--- config.mk ---
export PLATFORM = sky130hd
export DESIGN_NAME = pattern_span_finder_top
export DESIGN_NICKNAME = d
export VERILOG_FILES = /design/src/rtl/psf_pkg.sv /design/src/rtl/psf_cfg.sv /design/src/rtl/psf_core.sv /design/src/rtl/pattern_span_finder_top.sv
export VERILOG_INCLUDE_DIRS = /design/src /design/src/rtl
export SDC_FILE = /design/constraint.sdc
export NUM_CORES = 1
export LEC_CHECK = 0
export BUFFER_PORTS_ARGS = -buffer_cell sky130_fd_sc_hd__buf_2
export CAP_MARGIN = 20
export CORE_MARGIN = 5
export CORE_UTILIZATION = 25
export DETAILED_ROUTE_END_ITERATION = 8
export GPL_ROUTABILITY_DRIVEN = 0
export PLACE_DENSITY = 0.45
export SYNTH_ARGS = -nofsm -noshare
export SYNTH_HDL_FRONTEND = slang
export SYNTH_SLANG_ARGS = --single-unit
--- constraint.sdc ---
create_clock -name i_clk -period 20.3 [get_ports i_clk]
set_input_delay 1.015 -clock i_clk [delete_from_list [all_inputs] [get_ports i_clk]]
set_output_delay 1.015 -clock i_clk [all_outputs]
set_load 0.02 [all_outputs]
--- src/rtl/pattern_span_finder_top_defines.svh ---
// Assertion macros used by the top-level RTL file of the pattern span finder.
`ifndef PATTERN_SPAN_FINDER_TOP_DEFINES_SVH
`define PATTERN_SPAN_FINDER_TOP_DEFINES_SVH

`ifndef ASSERT_OFF
// Checks that prop holds at every clock edge outside reset.
`define PSF_ASSERT(lbl, clk, rstn, prop, msg) \
    lbl: assert property (@(posedge clk) disable iff (!rstn) (prop)) else $error(msg);
// Checks that cond never holds outside reset.
`define PSF_ASSERT_NEVER(lbl, clk, rstn, cond, msg) \
    lbl: assert property (@(posedge clk) disable iff (!rstn) !(cond)) else $error(msg);
`else
`define PSF_ASSERT(lbl, clk, rstn, prop, msg)
`define PSF_ASSERT_NEVER(lbl, clk, rstn, cond, msg)
`endif

`endif

--- src/rtl/psf_pkg.sv ---
package psf_pkg;

    localparam int MAX_PATTERN   = 8;
    localparam int POSITION_BITS = 16;

    // The pattern register holds eight bytes; bytes beyond it read as zero.
    localparam int PAT_BYTES  = 8;
    localparam int PAT_W      = 8 * PAT_BYTES;
    localparam int CFG_LEN_W  = 4;
    localparam int LEN_W      = $clog2(MAX_PATTERN + 1);

    localparam int PADDR_W    = 4;
    localparam int PDATA_W    = 64;

    // Register select is paddr[3] (registers sit at 8-byte strides).
    localparam logic REG_PATTERN = 1'b0;
    localparam logic REG_LENGTH  = 1'b1;

    typedef struct packed {
        logic [7:0] text_byte;
        logic       final_byte;
    } t_in;

    typedef struct packed {
        logic                     match_hit;
        logic [POSITION_BITS-1:0] match_begin;
        logic [POSITION_BITS-1:0] match_end;
        logic [POSITION_BITS-1:0] match_total;
        logic                     text_done;
        logic                     any_found;
    } t_out;

    typedef struct packed {
        logic [PAT_W-1:0]     pattern;
        logic [CFG_LEN_W-1:0] length;
    } t_cfg;

endpackage

--- src/rtl/psf_cfg.sv ---
module psf_cfg
    import psf_pkg::*;
(
    input  logic               i_clk,
    input  logic               i_rst_n,
    input  logic               psel,
    input  logic               penable,
    input  logic               pwrite,
    input  logic [PADDR_W-1:0] paddr,
    input  logic [PDATA_W-1:0] pwdata,
    output logic [PDATA_W-1:0] prdata,
    output logic               pready,
    output t_cfg               o_cfg
);

    logic [PAT_W-1:0]     r_pattern;
    logic [CFG_LEN_W-1:0] r_length;
    logic                 wr_en;

    assign pready = 1'b1;
    assign wr_en  = psel && penable && pwrite;

    always_ff @(posedge i_clk) begin
        if (!i_rst_n) begin
            r_pattern <= '0;
            r_length  <= CFG_LEN_W'(1);
        end else if (wr_en) begin
            unique case (paddr[3])
                REG_PATTERN: r_pattern <= pwdata[PAT_W-1:0];
                REG_LENGTH:  r_length  <= pwdata[CFG_LEN_W-1:0];
                default: ;
            endcase
        end
    end

    always_comb begin
        unique case (paddr[3])
            REG_PATTERN: prdata = PDATA_W'(r_pattern);
            REG_LENGTH:  prdata = PDATA_W'(r_length);
            default:     prdata = '0;
        endcase
    end

    assign o_cfg.pattern = r_pattern;
    assign o_cfg.length  = r_length;

endmodule

--- src/rtl/psf_core.sv ---
module psf_core
    import psf_pkg::*;
(
    input  logic i_clk,
    input  logic i_rst_n,
    input  t_cfg i_cfg,
    input  logic i_step,
    input  t_in  i_item,
    output t_out o_result
);

    localparam logic [POSITION_BITS-1:0] POS_MAX = '1;

    logic [7:0]               r_window [MAX_PATTERN];
    logic [POSITION_BITS-1:0] r_pos;
    logic [POSITION_BITS-1:0] r_prev_end;
    logic                     r_have_prev;
    logic [POSITION_BITS-1:0] r_count;

    logic [7:0]               n_window [MAX_PATTERN];
    logic [POSITION_BITS-1:0] n_pos;
    logic [POSITION_BITS-1:0] n_prev_end;
    logic                     n_have_prev;
    logic [POSITION_BITS-1:0] n_count;

    logic [LEN_W-1:0]         eff_len;
    logic [MAX_PATTERN-1:0]   lane_ok;
    logic                     pos_ok;
    logic                     hit;
    logic [POSITION_BITS-1:0] begin_pos;

    function automatic logic [7:0] pat_byte(input logic [PAT_W-1:0] pat, input int j);
        logic [7:0] b;
        b = '0;
        if (j >= 0 && j < PAT_BYTES) begin
            b = pat[8*j +: 8];
        end
        return b;
    endfunction

    // Length zero acts as one; anything above the window acts as the window size.
    always_comb begin
        if (i_cfg.length == '0) begin
            eff_len = LEN_W'(1);
        end else if (int'(i_cfg.length) > MAX_PATTERN) begin
            eff_len = LEN_W'(MAX_PATTERN);
        end else begin
            eff_len = LEN_W'(i_cfg.length);
        end
    end

    always_comb begin
        n_window[0] = i_item.text_byte;
        for (int k = 1; k < MAX_PATTERN; k++) begin
            n_window[k] = r_window[k-1];
        end
    end

    // Window slot k holds the byte k places back, which lines up with
    // pattern byte len-1-k.
    always_comb begin
        for (int k = 0; k < MAX_PATTERN; k++) begin
            lane_ok[k] = (k >= int'(eff_len))
                      || (n_window[k] == pat_byte(i_cfg.pattern, int'(eff_len) - 1 - k));
        end
    end

    always_comb begin
        pos_ok    = (r_pos != POS_MAX)
                 && (({1'b0, r_pos} + (POSITION_BITS+1)'(1))
                     >= (POSITION_BITS+1)'(eff_len));
        begin_pos = r_pos + POSITION_BITS'(1) - POSITION_BITS'(eff_len);
        hit       = pos_ok && (&lane_ok) && (!r_have_prev || begin_pos > r_prev_end);

        n_pos       = (r_pos != POS_MAX) ? r_pos + POSITION_BITS'(1) : r_pos;
        n_prev_end  = hit ? r_pos : r_prev_end;
        n_have_prev = r_have_prev || hit;
        n_count     = (hit && r_count != POS_MAX) ? r_count + POSITION_BITS'(1) : r_count;
    end

    assign o_result.match_hit   = hit;
    assign o_result.match_begin = hit ? begin_pos : '0;
    assign o_result.match_end   = hit ? r_pos : '0;
    assign o_result.match_total = n_count;
    assign o_result.text_done   = i_item.final_byte;
    assign o_result.any_found   = (n_count != '0);

    always_ff @(posedge i_clk) begin
        if (!i_rst_n) begin
            for (int k = 0; k < MAX_PATTERN; k++) begin
                r_window[k] <= '0;
            end
            r_pos       <= '0;
            r_prev_end  <= '0;
            r_have_prev <= 1'b0;
            r_count     <= '0;
        end else if (i_step) begin
            if (i_item.final_byte) begin
                for (int k = 0; k < MAX_PATTERN; k++) begin
                    r_window[k] <= '0;
                end
                r_pos       <= '0;
                r_prev_end  <= '0;
                r_have_prev <= 1'b0;
                r_count     <= '0;
            end else begin
                for (int k = 0; k < MAX_PATTERN; k++) begin
                    r_window[k] <= n_window[k];
                end
                r_pos       <= n_pos;
                r_prev_end  <= n_prev_end;
                r_have_prev <= n_have_prev;
                r_count     <= n_count;
            end
        end
    end

endmodule

--- src/rtl/pattern_span_finder_top.sv ---
// Streaming pattern search: text bytes enter one beat per cycle and every
// input beat yields exactly one result beat. A beat is first captured in an
// input register; once the result register is empty or drains, the byte
// window is compared with the pattern in parallel and the result is loaded
// into the result register, so a new byte is taken every cycle as long as
// the result register drains. Patterns of 1 to 8 bytes are set through the
// APB registers (pattern bytes at address 0, length at address 8), which
// should only be written while no beats are in flight. Positions and counts
// saturate at 65535, and the search restarts at position zero after each
// beat flagged as the final byte of a text.
`include "pattern_span_finder_top_defines.svh"

module pattern_span_finder_top
    import psf_pkg::*;
(
    input  logic               i_clk,
    input  logic               i_rst_n,

    input  logic               i_in_valid,
    output logic               o_in_stall,
    input  t_in                i_in,

    output logic               o_out_valid,
    input  logic               i_out_stall,
    output t_out               o_out,

    input  logic               psel,
    input  logic               penable,
    input  logic               pwrite,
    input  logic [PADDR_W-1:0] paddr,
    input  logic [PDATA_W-1:0] pwdata,
    output logic [PDATA_W-1:0] prdata,
    output logic               pready
);

    t_cfg cfg;
    t_out result;

    logic r_in_valid;
    t_in  r_in;
    logic r_out_valid;
    t_out r_out;

    logic advance;
    logic in_take;

    psf_cfg u_cfg (
        .i_clk   (i_clk),
        .i_rst_n (i_rst_n),
        .psel    (psel),
        .penable (penable),
        .pwrite  (pwrite),
        .paddr   (paddr),
        .pwdata  (pwdata),
        .prdata  (prdata),
        .pready  (pready),
        .o_cfg   (cfg)
    );

    psf_core u_core (
        .i_clk    (i_clk),
        .i_rst_n  (i_rst_n),
        .i_cfg    (cfg),
        .i_step   (advance),
        .i_item   (r_in),
        .o_result (result)
    );

    // The held beat moves on whenever the result register is empty or drains.
    assign advance    = r_in_valid && (!r_out_valid || !i_out_stall);
    assign o_in_stall = r_in_valid && !advance;
    assign in_take    = i_in_valid && !o_in_stall;

    always_ff @(posedge i_clk) begin
        if (!i_rst_n) begin
            r_in_valid  <= 1'b0;
            r_out_valid <= 1'b0;
        end else begin
            if (in_take) begin
                r_in_valid <= 1'b1;
            end else if (advance) begin
                r_in_valid <= 1'b0;
            end
            if (advance) begin
                r_out_valid <= 1'b1;
            end else if (!i_out_stall) begin
                r_out_valid <= 1'b0;
            end
        end
    end

    always_ff @(posedge i_clk) begin
        if (in_take) begin
            r_in <= i_in;
        end
        if (advance) begin
            r_out <= result;
        end
    end

    assign o_out_valid = r_out_valid;
    assign o_out       = r_out;

    `PSF_ASSERT(a_span_len, i_clk, i_rst_n, (r_out_valid && r_out.match_hit) |-> (r_out.match_end - r_out.match_begin == POSITION_BITS'(u_core.eff_len) - POSITION_BITS'(1)), "match span does not equal pattern length")
    `PSF_ASSERT(a_miss_zero, i_clk, i_rst_n, (r_out_valid && !r_out.match_hit) |-> (r_out.match_begin == '0 && r_out.match_end == '0), "miss result carries a nonzero span")
    `PSF_ASSERT(a_any_found, i_clk, i_rst_n, r_out_valid |-> (r_out.any_found == (r_out.match_total != '0)), "any_found disagrees with match_total")
    `PSF_ASSERT_NEVER(a_stall_empty, i_clk, i_rst_n, o_in_stall && !r_in_valid, "input stalled with empty input register")
    `PSF_ASSERT(a_hold_result, i_clk, i_rst_n, (r_out_valid && i_out_stall && r_in_valid) |=> (r_in_valid && r_out_valid), "beat lost while output stalled")

endmodule

==> results.txt, run 1 <==
Rel. slew slack = 22.93%
Core Region = 0.06285 mm2
total of fill cells in the finished design = 6725
# hold bufs at CTS = 0
io pins = 202
commonest non-fill, non-tap cell in the layout = nand2_1
Synth cell types = 85
Root Buffer = clkbuf_16
final setup fails = 0
TritonRoute pass-1 iters = 5
crit path time final = 8.758 ns
GR Overflow Total = 0
area grow syn2layout = 18.59%
Post-synth EDFFs = 108
CP max stage delay = 0.70 ns
Top FF cell, synth = dfxtp_1
vias in the first global route = 14.45k
commonest non-fill, non-tap cells in the layout = 214 x nand2_1, 197 x buf_2, 127 x dfxtp_1, 123 x nor2_1, 123 x a21oi_1
# Post-CTS Setup Buffers = 0
crit-path max FO = 30
Port Buffers = 197
DR DRC count = 0
initial drt markers = 1397
CTS tree = built
worst-case clock buffer depth = 3
vias = 14.50k
DR WL/cell = 21.69 um
DIE AREA = 0.06844 mm2
# diodes = 0
final period utilization = 43.14%
Die W = 261.6 um
worst vdd ir = 0.00005482 V
LEAKAGE = 7.288 nW
Routed Antenna Nets = 0
Async S/R FF share, synth = 0%
pin count of the biggest net entering global routing = 68
final hold violation count = 0
PostCTS Resize Cnt = 0
Synth top area share = 20.49%
CTS Sinks = 235
Routed WL = 61090 um
final core occ = 29.87%
post-synthesis sequential area ratio = 36.55%
total of max-cap violations = 0
CP endpoint kind = register
Worst Hold Class = reg -> reg
FF+latch area = 0.005786 mm2
area of the multi-input gates = 0.009324 mm2
unrepaired setup endpoints after global routing = no
mean post-synth cell area = 8.837 um2
Worst Tran Pin Value = 1.156 ns
yosys warns = 0
row cnt = 92
Die H = 261.6 um
CP Cell Sequence = buf_4, o21ba_4, nor2_8, inv_2, buf_4, ha_1, inv_1, xnor2_1, inv_1, ha_1, ha_1, nand2_1, ha_1, or4bb_1, nor3_1, a21oi_1, nor4_1, o22a_1, nand4_4, nor3b_1, mux2_2, a2111o_1, or4_1
PD cells = 67.79 mW/mm2
CP Class = reg -> reg
Syn Std Cell Area = 0.01583 mm2
Synth area leaders = edfxtp_1 20%, dfxtp_1 16%, ha_1 5.3%
Total GRT Usage = 17.21%
Final Power = 1.272 mW
Worst setup SP type = register
worst endpoint required time = 20.63 ns
top cell type by total area after synthesis = edfxtp_1
Peak Freq = 114.2 MHz
H-tree lvl count = 1
starting density of the core = 25.18%
fin. max-slew vios = 0
CP max-delay cell = nor3_1
DP HPWL = 44900 um
Seq cells post-synth = 235
Vias/cell = 5.149
Layout Nets = 2098
WP data arrival = 9.09 ns
Setup Skew = 0.01545 ns
Worst-Skew Late Latency = 0.60 ns
setup TNS = 0 ns
Reg clk slew, reported paths = 0.06 ns
status = completed
most frequent CP cell = ha_1
share of layout cells above drive strength 1 = 17.61%
first-pass GRT wire length = 91430 um
synthesized instance count = 1791
cts bufs inserted = 30
initial antenna violation count = 1
==> per-stage QoR <==
| stage | instance area, um2 | hold slack [ns] | instances | setup WS, ns |
|---|---|---|---|---|
| final | 18770 | 0.4825 | 2816 | 11.54 |
| after global placement | 17650 | 0.4612 | 2759 | 11.71 |
| after detailed placement | 17660 | 0.4636 | 2760 | 11.62 |
| after global routing | 18770 | 0.4889 | 2816 | 11.07 |
| after CTS | 18770 | 0.4821 | 2816 | 11.59 |
| after floorplan | 15940 | 0.4494 | 1821 | 13.79 |
==> logic make-up (layout without fill, tap and decap cells) <==
logic type / after synthesis / in the layout / synth area share (%)
and+or+nand+nor: 687 / 687 / 22.13
AOI/OAI and AO/OA: 400 / 400 / 16.92
DFF: 235 / 235 / 36.55
buffers and inverters: 212 / 361 / 5.328
muxes: 109 / 109 / 9.257
xor gates and xnor gates: 79 / 79 / 4.372
adders and majority gates: 68 / 68 / 5.423
other: 1 / 31 / 0.02369
==> flip-flops by register name (all words and copies together) (netlist names) <==
| register | cells |
|---|---|
| u_cfg.r_pattern | 64 |
| u_core.r_window | 56 |
| o_out | 51 |
| u_core.r_count | 16 |
| u_core.r_pos | 16 |
| u_core.r_prev_end | 16 |
| r_in | 9 |
| u_cfg.r_length | 4 |
| o_out_valid | 1 |
| r_in_valid | 1 |
| u_core.r_have_prev | 1 |
==> cells in the mapped netlist (13+ instances only) <==
master    instances
nand2_1         214
dfxtp_1         127
nor2_1          125
a21oi_1         123
edfxtp_1        108
clkbuf_1         97
inv_1            80
ha_1             67
mux2i_1          65
nor2b_1          65
o21ai_0          63
and3_1           53
xnor2_1          48
nand3_1          39
and2_1           35
a22oi_1          31
xor2_1           31
mux4_2           27
nor3_1           26
a22o_1           24
nand4_1          24
o22ai_1          21
nor4_1           19
mux2_2           16
nand3b_1         14
or3_1            14
buf_1            13
==> where the power goes <==
part / internal [mW] / switching [mW]
Sequential: 0.510 / 0.0188
Clock: 0.363 / 0.233
Combinational: 0.0557 / 0.0927
==> metal layers <==
layer | part of all wire (%) | wire length [um] | track usage (%)
met1 | 44 | 26810 | 23.22
met2 | 44 | 26630 | 26.73
met3 | 7.2 | 4396 | 3.344
met4 | 5.3 | 3228 | 7.796
met5 | 0.021 | 13 | 0
==> path summary, 6_finish.rpt <==
check / startpoint / end / slack, ns / depth (start not counted)
worst min-delay path: u_core.r_prev_end[1] / u_core.r_prev_end[1] / 0.48 / 1
worst max-delay path: u_cfg.r_length[1] / o_out[0] / 11.54 / 23
worst min register to register: u_core.r_prev_end[1] / u_core.r_prev_end[1] / 0.48 / 1
worst max register to register: u_cfg.r_length[1] / o_out[0] / 11.54 / 23
==> area by class of cell <==
type                    count  area share [%]
clock inverters            25           1.886
flip-flops and latches    235           30.82
clock buffers              31           4.019
multi-input cells        1374           49.67
inverters                  82           1.646
repair buffers            223           6.313
well taps                 846           5.639
==> critical path: cells and delay by family, from the launching register on <==
family | cells | cell delay [ns]
buffers and inverters | 5 | 1.16
AND/OR/NAND/NOR | 8 | 3.69
AO/OA/AOI/OAI | 4 | 1.27
multiplexers | 1 | 0.40
adder cells (fa/ha/maj) | 4 | 1.00
XOR/XNOR | 1 | 0.57
flip-flops | 1 | 0.35
Note: power is estimated with default switching activity, not from simulation.
==> inputs of run 2 (changes only) <==
==> constraint.sdc (replaced) <==
create_clock -name i_clk -period 8.4 [get_ports i_clk]
set_input_delay 0.42 -clock i_clk [delete_from_list [all_inputs] [get_ports i_clk]]
set_output_delay 0.42 -clock i_clk [all_outputs]
set_load 0.02 [all_outputs]
==> results.txt, run 2 (same netlist as run 1, synthesis figures left out) <==
total of fill cells in the finished design = 6735 (+0.15%)
Die H = 261.6 um (unchanged)
worst-case clock buffer depth = 3 (unchanged)
Hold Startpoint = i_in[5]
DP HPWL = 44750 um (-0.33%)
Root Buffer = clkbuf_16
Reg2Reg Capture Point = o_out[0]
r2r worst-path depth = 22 (-4.3%)
worst endpoint required time = 8.73 ns (-11.90 ns)
CTS tree = built
cts bufs inserted = 30 (unchanged)
Reg clk slew, reported paths = 0.06 ns (about the same)
initial drt markers = 1386 (-0.79%)
Top reg by flops = u_cfg.r_pattern
starting density of the core = 25.18% (unchanged)
crit path time final = 7.253 ns (-1.504 ns)
area grow syn2layout = 18.96%
pin count of the biggest net entering global routing = 70 (+2.9%)
vias in the first global route = 14.27k (-1.3%)
Vias/cell = 5.144 (about the same)
worst vdd ir = 0.0001187 V (+120%)
CP Class = reg -> reg
total of max-cap violations = 0 (unchanged)
Hold EP = r_in[5]
initial antenna violation count = 1 (unchanged)
# Post-CTS Setup Buffers = 0 (unchanged)
CTS Sinks = 235 (unchanged)
Setup Skew = 0.02790 ns (+0.01246 ns)
DR WL/cell = 21.60 um (-0.43%)
commonest non-fill, non-tap cells in the layout = 214 x nand2_1, 197 x buf_2, 127 x dfxtp_1, 123 x nor2_1, 123 x a21oi_1
# hold bufs at CTS = 8 (+8)
PostCTS Resize Cnt = 0 (unchanged)
GR Overflow Total = 0 (unchanged)
crit-path max FO = 21 (-30%)
FF-to-FF setup slack = 1.15 ns (-10.40 ns)
commonest non-fill, non-tap cell in the layout = nand2_1
PD cells = 158.9 mW/mm2 (+130%)
first-pass GRT wire length = 90890 um (-0.59%)
status = completed
Core Region = 0.06285 mm2 (unchanged)
unrepaired setup endpoints after global routing = no
Routed Antenna Nets = 0 (unchanged)
Routed WL = 61110 um (about the same)
Rel. slew slack = 29.57% (+6.6 points)
Peak Freq = 137.9 MHz (+21%)
TritonRoute pass-1 iters = 6 (+1)
io pins = 202 (unchanged)
LEAKAGE = 7.326 nW (+0.52%)
Worst setup SP type = register
final period utilization = 86.35% (+43 points)
max reg flops = 64 (unchanged)
RR Startpoint = u_cfg.r_length[1]
Worst-Skew Late Latency = 0.60 ns (about the same)
CP endpoint kind = register
Worst Hold Class = in -> reg
Total GRT Usage = 17.14% (-0.069 points)
final core occ = 29.96% (+0.092 points)
final hold violation count = 0 (unchanged)
WP data arrival = 7.59 ns (-1.50 ns)
DIE AREA = 0.06844 mm2 (unchanged)
hold path cells = 1 (unchanged)
DR DRC count = 0 (unchanged)
share of layout cells above drive strength 1 = 17.75% (+0.14 points)
Worst Tran Pin Value = 1.053 ns (-0.1034 ns)
H-tree lvl count = 1 (unchanged)
setup TNS = 0 ns (unchanged)
row cnt = 92 (unchanged)
Die W = 261.6 um (unchanged)
# diodes = 0 (unchanged)
final setup fails = 0 (unchanged)
vias = 14.55k (+0.37%)
Port Buffers = 197 (unchanged)
fin. max-slew vios = 0 (unchanged)
Layout Nets = 2113 (+0.71%)
==> run 2: stage by stage <==
step	hold slack, ns	instance area, um2	setup slack (ns)	std cells	total power [mW]
2_1_floorplan	0.4494	15940	1.889	1821	1.526
3_3_place_gp	0.4620	17700	1.120	2765	1.660
3_5_place_dp	0.4656	17710	1.085	2766	1.666
4_1_cts	0.001195	18820	1.051	2828	3.040
5_1_grt	0.006953	18830	0.6354	2829	3.127
6_report	0.03390	18830	1.147	2829	2.992
==> run 2: how the worst max path moves through the flow <==
stage | depth (start not counted) | slack (ns) | from | endpoint
2_1_floorplan | 26 | 1.89 | u_cfg.r_length[3] | o_out[0]
3_3_place_gp | 22 | 1.12 | u_cfg.r_length[1] | o_out[0]
3_5_place_dp | 22 | 1.08 | u_cfg.r_length[1] | o_out[0]
4_1_cts | 22 | 1.05 | u_cfg.r_length[1] | o_out[0]
5_1_grt | 22 | 0.64 | u_cfg.r_length[1] | o_out[0]
6_report | 22 | 1.15 | u_cfg.r_length[1] | o_out[0]
==> run 2: where the power goes <==
group | leakage (nW) | internal [mW] | switching, mW | total, mW
Combinational | 4.74 | 0.139 | 0.226 | 0.365
Clock | 0.490 | 0.794 | 0.552 | 1.35
Sequential | 2.10 | 1.23 | 0.0478 | 1.28
Total | 7.33 | 2.17 | 0.826 | 2.99
==> run 2: cell type report <==
cell class | instances | area [um2] | share of cell area [%]
multi-input combinational | 1374 | 9324 | 49.52
sequential | 235 | 5786 | 30.73
timing repair buffer | 238 | 1318 | 6.998
tap | 846 | 1059 | 5.622
clock buffer | 34 | 775.7 | 4.120
inverter | 82 | 309.0 | 1.641
clock inverter | 20 | 257.7 | 1.369
==> run 2: critical path, stage by stage, from the launching register on <==
cell      delay (ns)
dfxtp_1         0.31
buf_4           0.22
o21ba_4         0.35
nor2_8          0.46
inv_2           0.07
ha_1            0.19
inv_1           0.09
xnor2_1         0.27
inv_1           0.22
ha_1            0.29
ha_1            0.21
nand2_1         0.08
ha_1            0.23
or4bb_1         0.65
nor3_1          0.43
a21oi_1         0.13
nor4_1          0.64
o22a_1          0.29
nand4_4         0.21
nor3b_1         0.38
mux2_2          0.38
a2111o_1        0.36
or4_1           0.51
==> run 2: per-layer routing <==
metal	routed length (um)	vias up	part of all wire (%)	global-route usage (%)
met5	13	-	0.021	0
met4	2844	2	4.7	7.124
met3	4619	152	7.6	3.142
met2	26740	666	44	26.71
met1	26890	6923	44	23.43
li1	-	6810	-	-
==> inputs of run 3 (changes only) <==
--- a/config.mk
+++ b/config.mk
@@ -12,6 +12,7 @@
 export CORE_UTILIZATION = 25
 export DETAILED_ROUTE_END_ITERATION = 8
 export GPL_ROUTABILITY_DRIVEN = 0
+export HOLD_SLACK_MARGIN = 0.12
 export PLACE_DENSITY = 0.45
 export SYNTH_ARGS = -nofsm -noshare
 export SYNTH_HDL_FRONTEND = slang
==> results.txt, run 3 (same netlist as run 1, synthesis figures left out) <==
status = completed
pin count of the biggest net entering global routing = 70 (unchanged)
PD cells = 154.8 mW/mm2 (-2.6%)
setup TNS = 0 ns (unchanged)
Setup Skew = 0.02969 ns (+0.001783 ns)
commonest non-fill, non-tap cell in the layout = nand2_1
GR Overflow Total = 0 (unchanged)
Reg clk slew, reported paths = 0.06 ns (about the same)
# diodes = 0 (unchanged)
unrepaired setup endpoints after global routing = no
max reg flops = 64 (unchanged)
FF-to-FF setup slack = 1.12 ns (-0.03 ns)
CTS tree = built
Finished Layout Cells = 2896 (+2.4%)
H-tree lvl count = 1 (unchanged)
io pins = 202 (unchanged)
Worst setup SP type = register
Core Region = 0.06285 mm2 (unchanged)
LEAKAGE = 7.606 nW (+3.8%)
final hold violation count = 0 (unchanged)
commonest non-fill, non-tap cells in the layout = 214 x nand2_1, 197 x buf_2, 127 x dfxtp_1, 123 x nor2_1, 123 x a21oi_1
initial antenna violation count = 1 (unchanged)
CTS Sinks = 235 (unchanged)
worst slack, placed = 1.085 ns (unchanged)
Total GRT Usage = 17.25% (+0.11 points)
Top reg by flops = u_cfg.r_pattern
Layout Nets = 2180 (+3.2%)
CP max-delay cell = nor4_1
Peak Freq = 137.4 MHz (-0.37%)
Die W = 261.6 um (unchanged)
Vias/cell = 5.120 (-0.47%)
Worst Hold Class = in -> reg
Worst-Skew Late Latency = 0.60 ns (about the same)
Routed Antenna Nets = 0 (unchanged)
final period utilization = 86.67% (+0.33 points)
most frequent CP cell = ha_1
Port Buffers = 197 (unchanged)
DIE AREA = 0.06844 mm2 (unchanged)
Final Power = 3.017 mW (+0.86%)
design area = 0.01950 mm2 (+3.6%)
share of layout cells above drive strength 1 = 17.17% (-0.58 points)
crit path time final = 7.281 ns (+0.02734 ns)
TritonRoute pass-1 iters = 5 (-1)
Placed Cells = 2766 (unchanged)
setup ws final = 1.119 ns (-0.02734 ns)
first-pass GRT wire length = 91590 um (+0.77%)
vias in the first global route = 14.46k (+1.4%)
CP max stage delay = 0.66 ns (about the same)
vias = 14.83k (+1.9%)
row cnt = 92 (unchanged)
WP buf/inv = 4 (unchanged)
area grow syn2layout = 23.19%
Placed Area = 0.01771 mm2 (unchanged)
Rel. slew slack = 30.31% (+0.75 points)
CP Class = reg -> reg
total of max-cap violations = 0 (unchanged)
starting density of the core = 25.18% (unchanged)
worst vdd ir = 0.0001175 V (-1.0%)
initial drt markers = 1427 (+3.0%)
family with the most delay on the worst path = simple AND/OR/NAND/NOR gates
final setup fails = 0 (unchanged)
crit-path max FO = 21 (unchanged)
CP Cell Sequence = buf_4, o21ba_4, nor2_8, inv_2, ha_1, inv_1, xnor2_1, inv_1, ha_1, ha_1, nand2_1, ha_1, or4bb_1, nor3_1, a21oi_1, nor4_1, o22a_1, nand4_4, nor3b_1, mux2_2, a2111o_1, or4_1
CP endpoint kind = register
Worst Tran Pin Value = 1.041 ns (-0.01115 ns)
WP data arrival = 7.61 ns (+0.02 ns)
worst endpoint required time = 8.73 ns (about the same)
DP HPWL = 44750 um (unchanged)
cts bufs inserted = 30 (unchanged)
Root Buffer = clkbuf_16
worst-case clock buffer depth = 3 (unchanged)
fin. max-slew vios = 0 (unchanged)
DR WL/cell = 21.16 um (-2.0%)
Routed WL = 61290 um (+0.31%)
DR DRC count = 0 (unchanged)
Die H = 261.6 um (unchanged)
## run 3: report_power, final
part | internal (mW) | leakage, nW | switching, mW
combinational | 0.159 | 5.02 | 0.230
sequential | 1.23 | 2.10 | 0.0477
clock | 0.794 | 0.490 | 0.554
## run 3: what timing repair did
action	CTS	global route
setup buffers	0	0
endpoints found under the hold margin	79	0
gates resized for setup	0	0
hold buffers	75	0
## run 3: final cells by class
cell class / count / area, um2
fill: 6676 / 43350
multi-input combinational: 1374 / 9324
sequential: 235 / 5786
timing repair buffer: 305 / 1988
tap: 846 / 1059
clock buffer: 34 / 775.7
inverter: 82 / 309.0
clock inverter: 20 / 257.7
## run 3: worst reg2reg max path, stage by stage, from the launching register on
cell and delay (ns):
dfxtp_1 0.32, buf_4 0.22, o21ba_4 0.35, nor2_8 0.47
inv_2 0.09, ha_1 0.19, inv_1 0.09, xnor2_1 0.27
inv_1 0.22, ha_1 0.29, ha_1 0.21, nand2_1 0.08
ha_1 0.23, or4bb_1 0.64, nor3_1 0.43, a21oi_1 0.13
nor4_1 0.66, o22a_1 0.29, nand4_4 0.21, nor3b_1 0.38
mux2_2 0.38, a2111o_1 0.36, or4_1 0.51
## run 3: metrics by stage
| step | hold WS (ns) | utilization (%) |
|---|---|---|
| 6_report | 0.3849 | 31.02 |
| 5_1_grt | 0.4065 | 31.02 |
| 4_1_cts | 0.3522 | 31.01 |
| 3_5_place_dp | 0.4656 | 28.17 |
| 3_3_place_gp | 0.4620 | 28.16 |
| 2_1_floorplan | 0.4494 | - |
## run 3: final timing paths
| path | endpoint | depth (start not counted) | startpoint |
|---|---|---|---|
| worst max-delay path | o_out[0] | 22 | u_cfg.r_length[1] |
| worst min-delay path | u_cfg.r_length[0] | 2 | i_rst_n |
| worst max register to register | o_out[0] | 22 | u_cfg.r_length[1] |
| worst min register to register | u_core.r_prev_end[8] | 1 | u_core.r_prev_end[8] |
## run 3: per-layer routing
| metal | share of wire (%) | GRT usage (%) | vias up |
|---|---|---|---|
| met2 | 44 | 27.12 | 660 |
| met1 | 44 | 23.49 | 7069 |
| met5 | 0.021 | 0 | - |
| met3 | 7.7 | 3.007 | 150 |
| met4 | 4.7 | 7.153 | 2 |
| li1 | - | - | 6946 |
